**src/hw/rtl/hsv_to_rgb_converter_top_macros.svh**
```systemverilog
// assertion macros shared by the hsv to rgb converter rtl
// no dependencies; included by the modules that carry assertions
`ifndef HSV_TO_RGB_CONVERTER_TOP_MACROS_SVH
`define HSV_TO_RGB_CONVERTER_TOP_MACROS_SVH

// same-cycle implication, disabled while in reset
`define HSV_ASSERT_IMPL(lbl, ck, rst_n, ante, cons, msg) \
	lbl: assert property (@(posedge ck) disable iff (!rst_n) (ante) |-> (cons)) \
		else $error(msg);

// next-cycle implication, disabled while in reset
`define HSV_ASSERT_NEXT(lbl, ck, rst_n, ante, cons, msg) \
	lbl: assert property (@(posedge ck) disable iff (!rst_n) (ante) |=> (cons)) \
		else $error(msg);

`endif

```
**src/hw/rtl/hsv_pkg.sv**
```systemverilog
// types, widths and constants of the hsv to rgb converter
// no dependencies; imported by every module of the block
`default_nettype none

package hsv_pkg;

	localparam int COMPONENT_BITS = 8;
	localparam int HUE_FRACTION_BITS = 6;

	localparam longint SECTOR_DEG = 60;
	localparam longint TURN_DEG = 360;
	// 60 = 15 * 4, the factor of four joins the hue fraction shift
	localparam longint SECTOR_ODD = 15;

	localparam int N = COMPONENT_BITS;
	localparam int HUE_W = 10 + HUE_FRACTION_BITS;
	localparam int SECTORS = 6;
	localparam int SEC_W = 3;

	localparam longint FULL = (longint'(1) << N) - 1;
	localparam longint SPAN = SECTOR_DEG << HUE_FRACTION_BITS;
	localparam longint TURN = TURN_DEG << HUE_FRACTION_BITS;
	localparam longint DEN = FULL * SPAN;
	localparam longint ODD_DEN = FULL * SECTOR_ODD;

	localparam int R_W = $clog2(SPAN);
	localparam int DEN_W = $clog2(DEN + 1);
	localparam int Y_W = N + DEN_W;
	localparam int SH = HUE_FRACTION_BITS + 2;
	localparam int Y1_W = Y_W - SH;

	// floor(x / FULL) estimate: x * (2^N + 1) >> 2N, low by at most one
	localparam longint PM = (longint'(1) << N) + 1;
	localparam int PM_W = N + 1;
	// floor(y / ODD_DEN) estimate: y * M >> Y1_W, low by at most one
	localparam longint RECIP_M = (longint'(1) << Y1_W) / ODD_DEN;
	localparam int M_W = $clog2(RECIP_M + 1);

	localparam logic [SEC_W-1:0] SEC_R2Y = 3'd0;
	localparam logic [SEC_W-1:0] SEC_Y2G = 3'd1;
	localparam logic [SEC_W-1:0] SEC_G2C = 3'd2;
	localparam logic [SEC_W-1:0] SEC_C2B = 3'd3;
	localparam logic [SEC_W-1:0] SEC_B2M = 3'd4;
	localparam logic [SEC_W-1:0] SEC_M2R = 3'd5;

	typedef struct packed {
		logic [HUE_W-1:0] hue_deg;
		logic [N-1:0]     saturation;
		logic [N-1:0]     brightness;
	} hsv_in_t;

	typedef struct packed {
		logic [N-1:0] red;
		logic [N-1:0] green;
		logic [N-1:0] blue;
	} rgb_out_t;

	typedef struct packed {
		logic             valid;
		logic [SEC_W-1:0] sector;
		logic [R_W-1:0]   r;
		logic [R_W-1:0]   rc;
		logic [N-1:0]     sat;
		logic [N-1:0]     val;
	} sec_word_t;

	typedef struct packed {
		logic             valid;
		logic [SEC_W-1:0] sector;
		logic [N-1:0]     val;
		logic [2*N-1:0]   yp;
		logic [Y_W-1:0]   yq;
		logic [Y_W-1:0]   yt;
	} prod_word_t;

	typedef struct packed {
		logic             valid;
		logic [SEC_W-1:0] sector;
		logic [N-1:0]     val;
		logic [N-1:0]     p;
		logic [N-1:0]     q;
		logic [N-1:0]     t;
	} chan_word_t;

endpackage

`default_nettype wire

```
**src/hw/rtl/hsv_sector.sv**
```systemverilog
// stage 1: hue wrap, sector and in-sector remainder
// depends on hsv_pkg
`default_nettype none

module hsv_sector (
	input  logic              clk,
	input  logic              arst_n,
	input  logic              start,
	input  hsv_pkg::hsv_in_t  hsv,
	output hsv_pkg::sec_word_t sec_s1
);
	import hsv_pkg::*;

	logic [HUE_W-1:0] hue_c;
	logic [HUE_W-1:0] base;
	logic [SEC_W-1:0] sector;
	logic [R_W-1:0]   r;

	always_comb begin
		hue_c = (hsv.hue_deg >= HUE_W'(TURN)) ? '0 : hsv.hue_deg;
		sector = SEC_R2Y;
		base = '0;
		// independent threshold compares, highest passing one wins
		for (int k = 1; k < SECTORS; k++) begin
			if (hue_c >= HUE_W'(longint'(k) * SPAN)) begin
				sector = SEC_W'(k);
				base = HUE_W'(longint'(k) * SPAN);
			end
		end
		r = R_W'(hue_c - base);
	end

	always_ff @(posedge clk or negedge arst_n) begin
		if (!arst_n) begin
			sec_s1 <= '0;
		end else begin
			sec_s1.valid <= start;
			sec_s1.sector <= sector;
			sec_s1.r <= r;
			sec_s1.rc <= R_W'(SPAN) - r;
			sec_s1.sat <= hsv.saturation;
			sec_s1.val <= hsv.brightness;
		end
	end

endmodule

`default_nettype wire

```
**src/hw/rtl/hsv_mul.sv**
```systemverilog
// stages 2 and 3: saturation products, then brightness products
// depends on hsv_pkg
`default_nettype none

module hsv_mul (
	input  logic               clk,
	input  logic               arst_n,
	input  hsv_pkg::sec_word_t  sec_s1,
	output hsv_pkg::prod_word_t prod_s3
);
	import hsv_pkg::*;

	logic [DEN_W-1:0] sr;
	logic [DEN_W-1:0] src;

	logic             valid_s2;
	logic [SEC_W-1:0] sector_s2;
	logic [N-1:0]     val_s2;
	logic [N-1:0]     xp_s2;
	logic [DEN_W-1:0] xq_s2;
	logic [DEN_W-1:0] xt_s2;

	assign sr = DEN_W'(sec_s1.sat) * DEN_W'(sec_s1.r);
	assign src = DEN_W'(sec_s1.sat) * DEN_W'(sec_s1.rc);

	always_ff @(posedge clk or negedge arst_n) begin
		if (!arst_n) begin
			valid_s2 <= 1'b0;
			prod_s3 <= '0;
		end else begin
			valid_s2 <= sec_s1.valid;
			prod_s3.valid <= valid_s2;
			prod_s3.sector <= sector_s2;
			prod_s3.val <= val_s2;
			prod_s3.yp <= (2*N)'(val_s2) * (2*N)'(xp_s2);
			prod_s3.yq <= Y_W'(val_s2) * Y_W'(xq_s2);
			prod_s3.yt <= Y_W'(val_s2) * Y_W'(xt_s2);
		end
	end

	always_ff @(posedge clk) begin
		sector_s2 <= sec_s1.sector;
		val_s2 <= sec_s1.val;
		xp_s2 <= N'(FULL) - sec_s1.sat;
		xq_s2 <= DEN_W'(DEN) - sr;
		xt_s2 <= DEN_W'(DEN) - src;
	end

endmodule

`default_nettype wire

```
**src/hw/rtl/hsv_div.sv**
```systemverilog
// stages 4 and 5: truncating division by the constant scales
// reciprocal estimate, then one compare-and-add correction; depends on hsv_pkg
`default_nettype none

`include "hsv_to_rgb_converter_top_macros.svh"

module hsv_div (
	input  logic               clk,
	input  logic               arst_n,
	input  hsv_pkg::prod_word_t prod_s3,
	output hsv_pkg::chan_word_t chan_s5
);
	import hsv_pkg::*;

	logic [2*N+PM_W-1:0]  pp;
	logic [Y1_W+M_W-1:0]  pq;
	logic [Y1_W+M_W-1:0]  pt;
	logic [Y1_W-1:0]      yq1;
	logic [Y1_W-1:0]      yt1;

	logic             valid_s4;
	logic [SEC_W-1:0] sector_s4;
	logic [N-1:0]     val_s4;
	logic [2*N-1:0]   yp_s4;
	logic [Y1_W-1:0]  yq_s4;
	logic [Y1_W-1:0]  yt_s4;
	logic [N-1:0]     ep_s4;
	logic [N-1:0]     eq_s4;
	logic [N-1:0]     et_s4;

	logic [2*N-1:0]   rem_p;
	logic [Y1_W-1:0]  rem_q;
	logic [Y1_W-1:0]  rem_t;

	// low bits of the divisor are a power of two
	assign yq1 = prod_s3.yq[Y_W-1:SH];
	assign yt1 = prod_s3.yt[Y_W-1:SH];

	assign pp = (2*N+PM_W)'(prod_s3.yp) * (2*N+PM_W)'(PM);
	assign pq = (Y1_W+M_W)'(yq1) * (Y1_W+M_W)'(RECIP_M);
	assign pt = (Y1_W+M_W)'(yt1) * (Y1_W+M_W)'(RECIP_M);

	assign rem_p = yp_s4 - (2*N)'(ep_s4) * (2*N)'(FULL);
	assign rem_q = yq_s4 - Y1_W'(eq_s4) * Y1_W'(ODD_DEN);
	assign rem_t = yt_s4 - Y1_W'(et_s4) * Y1_W'(ODD_DEN);

	always_ff @(posedge clk or negedge arst_n) begin
		if (!arst_n) begin
			valid_s4 <= 1'b0;
			chan_s5 <= '0;
		end else begin
			valid_s4 <= prod_s3.valid;
			chan_s5.valid <= valid_s4;
			chan_s5.sector <= sector_s4;
			chan_s5.val <= val_s4;
			chan_s5.p <= (rem_p >= (2*N)'(FULL)) ? N'(ep_s4 + 1'b1) : ep_s4;
			chan_s5.q <= (rem_q >= Y1_W'(ODD_DEN)) ? N'(eq_s4 + 1'b1) : eq_s4;
			chan_s5.t <= (rem_t >= Y1_W'(ODD_DEN)) ? N'(et_s4 + 1'b1) : et_s4;
		end
	end

	always_ff @(posedge clk) begin
		sector_s4 <= prod_s3.sector;
		val_s4 <= prod_s3.val;
		yp_s4 <= prod_s3.yp;
		yq_s4 <= yq1;
		yt_s4 <= yt1;
		ep_s4 <= N'(pp >> (2*N));
		eq_s4 <= N'(pq >> Y1_W);
		et_s4 <= N'(pt >> Y1_W);
	end

	`HSV_ASSERT_NEXT(a_chan_below_value, clk, arst_n, valid_s4, (chan_s5.p <= chan_s5.val) && (chan_s5.q <= chan_s5.val) && (chan_s5.t <= chan_s5.val), "channel quotient above brightness")
	`HSV_ASSERT_NEXT(a_p_is_smallest, clk, arst_n, valid_s4, (chan_s5.p <= chan_s5.q) && (chan_s5.p <= chan_s5.t), "p quotient above q or t")

endmodule

`default_nettype wire

```
**src/hw/rtl/hsv_to_rgb_converter_top.sv**
```systemverilog
// hsv to rgb converter, top level: sector stage, products, division, channel select
// depends on hsv_pkg, hsv_sector, hsv_mul, hsv_div and the assertion macro header
//
// One color word goes in per clock: start is taken whenever busy is low, and busy
// never rises, since the six-stage pipeline has no stall point. Each result is
// shown on rgb for one cycle with done high; the receiver must take it then. The
// stages are hue sector, saturation products, brightness products, reciprocal
// estimate, correction and channel select, each one register stage.
`default_nettype none

`include "hsv_to_rgb_converter_top_macros.svh"

module hsv_to_rgb_converter_top (
	input  logic              clk,
	input  logic              arst_n,
	input  logic              start,
	output logic              busy,
	input  hsv_pkg::hsv_in_t  hsv,
	output logic              done,
	output hsv_pkg::rgb_out_t rgb
);
	import hsv_pkg::*;

	sec_word_t  sec_s1;
	prod_word_t prod_s3;
	chan_word_t chan_s5;
	rgb_out_t   rgb_next;
	logic       done_s6;
	rgb_out_t   rgb_s6;

	assign busy = 1'b0;

	hsv_sector u_sector (
		.clk    (clk),
		.arst_n (arst_n),
		.start  (start && !busy),
		.hsv    (hsv),
		.sec_s1 (sec_s1)
	);

	hsv_mul u_mul (
		.clk     (clk),
		.arst_n  (arst_n),
		.sec_s1  (sec_s1),
		.prod_s3 (prod_s3)
	);

	hsv_div u_div (
		.clk     (clk),
		.arst_n  (arst_n),
		.prod_s3 (prod_s3),
		.chan_s5 (chan_s5)
	);

	always_comb begin
		case (chan_s5.sector)
			SEC_R2Y: rgb_next = '{red: chan_s5.val, green: chan_s5.t, blue: chan_s5.p};
			SEC_Y2G: rgb_next = '{red: chan_s5.q, green: chan_s5.val, blue: chan_s5.p};
			SEC_G2C: rgb_next = '{red: chan_s5.p, green: chan_s5.val, blue: chan_s5.t};
			SEC_C2B: rgb_next = '{red: chan_s5.p, green: chan_s5.q, blue: chan_s5.val};
			SEC_B2M: rgb_next = '{red: chan_s5.t, green: chan_s5.p, blue: chan_s5.val};
			default: rgb_next = '{red: chan_s5.val, green: chan_s5.p, blue: chan_s5.q};
		endcase
	end

	always_ff @(posedge clk or negedge arst_n) begin
		if (!arst_n) begin
			done_s6 <= 1'b0;
		end else begin
			done_s6 <= chan_s5.valid;
		end
	end

	always_ff @(posedge clk) begin
		rgb_s6 <= rgb_next;
	end

	assign done = done_s6;
	assign rgb = rgb_s6;

	`HSV_ASSERT_IMPL(a_peak_is_value, clk, arst_n, done, (rgb.red == $past(chan_s5.val)) || (rgb.green == $past(chan_s5.val)) || (rgb.blue == $past(chan_s5.val)), "no channel carries the brightness")
	`HSV_ASSERT_IMPL(a_rgb_below_value, clk, arst_n, done, (rgb.red <= $past(chan_s5.val)) && (rgb.green <= $past(chan_s5.val)) && (rgb.blue <= $past(chan_s5.val)), "channel above brightness")
	`HSV_ASSERT_IMPL(a_red_sector_red, clk, arst_n, done && ($past(chan_s5.sector) == SEC_R2Y), rgb.red == $past(chan_s5.val), "red not full in red sector")

endmodule

`default_nettype wire
```
**config.mk**
```make
export PLATFORM = sky130hd
export DESIGN_NAME = hsv_to_rgb_converter_top
export DESIGN_NICKNAME = d
export VERILOG_FILES = /design/src/hw/rtl/hsv_pkg.sv /design/src/hw/rtl/hsv_sector.sv /design/src/hw/rtl/hsv_mul.sv /design/src/hw/rtl/hsv_div.sv /design/src/hw/rtl/hsv_to_rgb_converter_top.sv
export VERILOG_INCLUDE_DIRS = /design/src /design/src/hw/rtl
export SDC_FILE = /design/constraint.sdc
export NUM_CORES = 2
export LEC_CHECK = 0
export BUFFER_PORTS_ARGS = -buffer_cell sky130_fd_sc_hd__buf_4
export CAP_MARGIN = 30
export CORE_MARGIN = 2
export CORE_UTILIZATION = 30
export DETAILED_ROUTE_END_ITERATION = 10
export PLACE_DENSITY_LB_ADDON = 0.2
export SLEW_MARGIN = 5
export SYNTH_ARGS = -nofsm -noshare
export SYNTH_HDL_FRONTEND = slang
export SYNTH_SLANG_ARGS = --single-unit
```
**constraint.sdc**
```tcl
create_clock -name clk -period 11.4 [get_ports clk]
set_input_delay 2.28 -clock clk [delete_from_list [all_inputs] [get_ports clk]]
set_output_delay 2.28 -clock clk [all_outputs]
set_load 0.02 [all_outputs]
```
==> results.yml <==
worst_setup_path:
  crit_path_start_kind: "register"
  worst-setup-path-type: "reg2reg"
  crit_required_ps: 11900
  crit_chain: "inv_1 -> fa_1 -> inv_1 -> fa_1 -> inv_1 -> fa_1 -> inv_1 -> fa_1 -> inv_1 -> ha_1 -> a21oi_1 -> nand2_1 -> a221oi_1 -> o21ba_2 -> o2111ai_1 -> a2111oi_0 -> and3_1 -> mux2_2"
  critPathCaptureType: "register"
  crit_top_cell: "inv_1"
  arrival_ps: 6490
  path_delay_family: "adder cells"
  cpPeakStageDelay_ps: 570
  crit_fanout: 9
  slowest_stage: "dfxtp_1"
  timing.critical_path.buf_inv: 5
  r2r_setup_slack_ps: 5410
cells_and_area:
  final_cell_mix: "inv_1, ha_1, fa_1, nand2_1, and2_1"
  fin_cells: 5714
  final_common_cell: "inv_1"
  num-nets-final: 5140
  fin_area_mm2: 0.04180
  drive_gt1_frac: 0.04675
  area_growth_pct: 9.899
  diodes: 0
clock_tree:
  ctsLongestPathBuffers: 3
  cts_root_buf: "clkbuf_16"
  clk_latency_ps: 620
  hold_buffers: 0
  cts.htree.levels: 2
  cts_tree: "yes"
  cts_post_setup_buffers_inserted: 0
  clk_pin_slew_ps: 60
  cts-resized-gates: 0
  cts.sink_count: 323
  numCtsBuffers: 42
timing:
  setup_slack_ps: 5407
  skew_ps: 38.76
  min_period_over_period: 0.5257
  slew_viol_final: 0
  finalHoldViolCount: 0
  relSlewSlack: 0.3458
  rsz0062_at_grt: "no"
  final.min_clock_period_ps: 5993
  max_freq_ghz: 0.1669
  worstMarginPinSlew_ps: 981.2
  finalSetupTns_ps: 0
  setup_viol: 0
synth:
  postSynth.asyncResetShare: 0.4644
  ys.flop_type: "dfxtp_1"
  avgSynthCellArea_um2: 9.515
  synth_cells: 3997
  ys_ff_latch: 323
  synth_cell_types: 81
  synth-edff-count: 0
  yosysWarnings: 0
  ys_seq_area_frac: 0.1898
  synth_nets: 5106
  syn_area_mm2: 0.03803
grt:
  antenna_found_initial: 3
  grt_start_max_net_pins: 73
  grt_pass1_wl_um: 146800
  grt_overflow: 0
  grt_pass1_vias: 27220
  grt.total_usage: 0.1395
worst_hold_path:
  hold_path.class: "reg2reg"
route:
  drc: 0
  wl_um: 87050
  wl_per_cell_um: 15.23
  viasPerCell: 4.478
  ant_nets: 0
  route.vias.total: 25590
  firstDrtPassIters: 5
  drt_iter0_markers: 1010
floorplan:
  pin_count: 61
  start_util: 0.3025
  die_h_um: 360.1
  die_w_um: 360.1
  rows: 130
  coreArea_mm2: 0.1257
  fp.dieArea_mm2: 0.1296
place:
  place_ws_ps: 5332
  placedCellCount: 5634
  place.port_buffers: 59
  hpwl_um: 69600
  place_congestion: 0.7951
  postPlaceCellArea_mm2: 0.04035
flow_run:
  max_cap_viol_count: 0
status:
  outcome: "completed"
[cells in the mapped netlist (all sizes together) (9+ instances only)]
library cell | number | area (um^2)
a211o | 10 | 87.58
a211oi | 14 | 105.1
a21boi | 13 | 97.59
a21o | 49 | 367.9
a21oi | 131 | 655.6
a221o | 11 | 110.1
a32oi | 9 | 78.83
and2 | 305 | 1908
and3 | 30 | 187.7
buf | 11 | 46.29
clkbuf | 79 | 296.5
dfrtp | 150 | 3754
dfxtp | 173 | 3463
fa | 522 | 10450
ha | 552 | 6907
inv | 862 | 3236
mux2 | 13 | 150.1
mux2i | 30 | 300.3
nand2 | 341 | 1282
nand2b | 23 | 146.4
nand3 | 31 | 155.2
nor2 | 140 | 525.5
nor2b | 24 | 150.1
nor3 | 35 | 175.2
nor3b | 16 | 120.1
o2111ai | 11 | 96.34
o211ai | 17 | 127.6
o21a | 22 | 165.2
o21ai | 79 | 402.9
or3 | 15 | 93.84
xnor2 | 103 | 902.1
xor2 | 44 | 385.4
[cells by family (layout without fill, tap and decap cells)]
group | Yosys count | in the layout | synth area share
AO/OA/AOI/OAI | 455 | 455 | 0.08073
XOR/XNOR | 147 | 147 | 0.03385
adder cells (fa/ha/maj) | 1075 | 1075 | 0.4566
buffers and inverters | 952 | 1019 | 0.09409
flip-flops | 323 | 323 | 0.1898
multiplexers | 43 | 43 | 0.01184
other | 1 | 1 | 0.00009860
AND/OR/NAND/NOR | 1001 | 1001 | 0.1330
[cell type report]
cell class | count | area (um^2)
Fill cell | 13090 | 83940
Multi-Input combinational cell | 2722 | 27240
Sequential cell | 323 | 7224
Inverter | 862 | 3236
Tap cell | 1650 | 2064
Clock buffer | 55 | 1150
Timing Repair Buffer | 80 | 644.4
Clock inverter | 22 | 241.5
[registers in the layout, summed over array words and instances (netlist names)]
name             count
u_mul.prod_s3       68
u_sector.sec_s1     43
u_div.chan_s5       36
rgb                 24
u_div.yq_s4         20
u_div.yt_s4         20
u_mul.xq_s2         20
u_mul.xt_s2         19
u_div.yp_s4         16
u_div.ep_s4          8
u_div.eq_s4          8
u_div.et_s4          8
u_div.val_s4         8
u_mul.val_s2         8
u_mul.xp_s2          8
u_div.sector_s4      3
u_mul.sector_s2      3
done                 1
u_div.valid_s4       1
u_mul.valid_s2       1
[stage by stage]
step / util / hold slack (ps)
6_report: 0.3324 / 324.3
5_1_grt: 0.3324 / 326.7
4_1_cts: 0.3320 / 326.1
3_5_place_dp: 0.3209 / 318.5
3_3_place_gp: 0.3208 / 318.9
2_1_floorplan: - / 316.3
[per-layer routing]
layer / GRT usage / vias to the layer above / part of all wire
met5: 0 / - / 0.00031
met4: 0.03411 / 4 / 0.020
met3: 0.01787 / 84 / 0.027
met2: 0.2254 / 256 / 0.45
met1: 0.1969 / 12590 / 0.50
li1: - / 12650 / -
[path summary, 6_finish.rpt]
kind | from | end | depth (start not counted)
max in group asynchronous | arst_n | u_div.chan_s5[34] | 4
max reg2reg | u_div.et_s4[0] | u_div.chan_s5[1] | 18
min | u_div.sector_s4[2] | u_div.chan_s5[34] | 0
min reg2reg | u_div.sector_s4[2] | u_div.chan_s5[34] | 0
min in group asynchronous | arst_n | u_sector.sec_s1[40] | 1
max | u_div.et_s4[0] | u_div.chan_s5[1] | 18
Power is left out: the tool's default activity adds up to more than one toggle a clock period on the data nets, which glitch-free logic cannot reach.
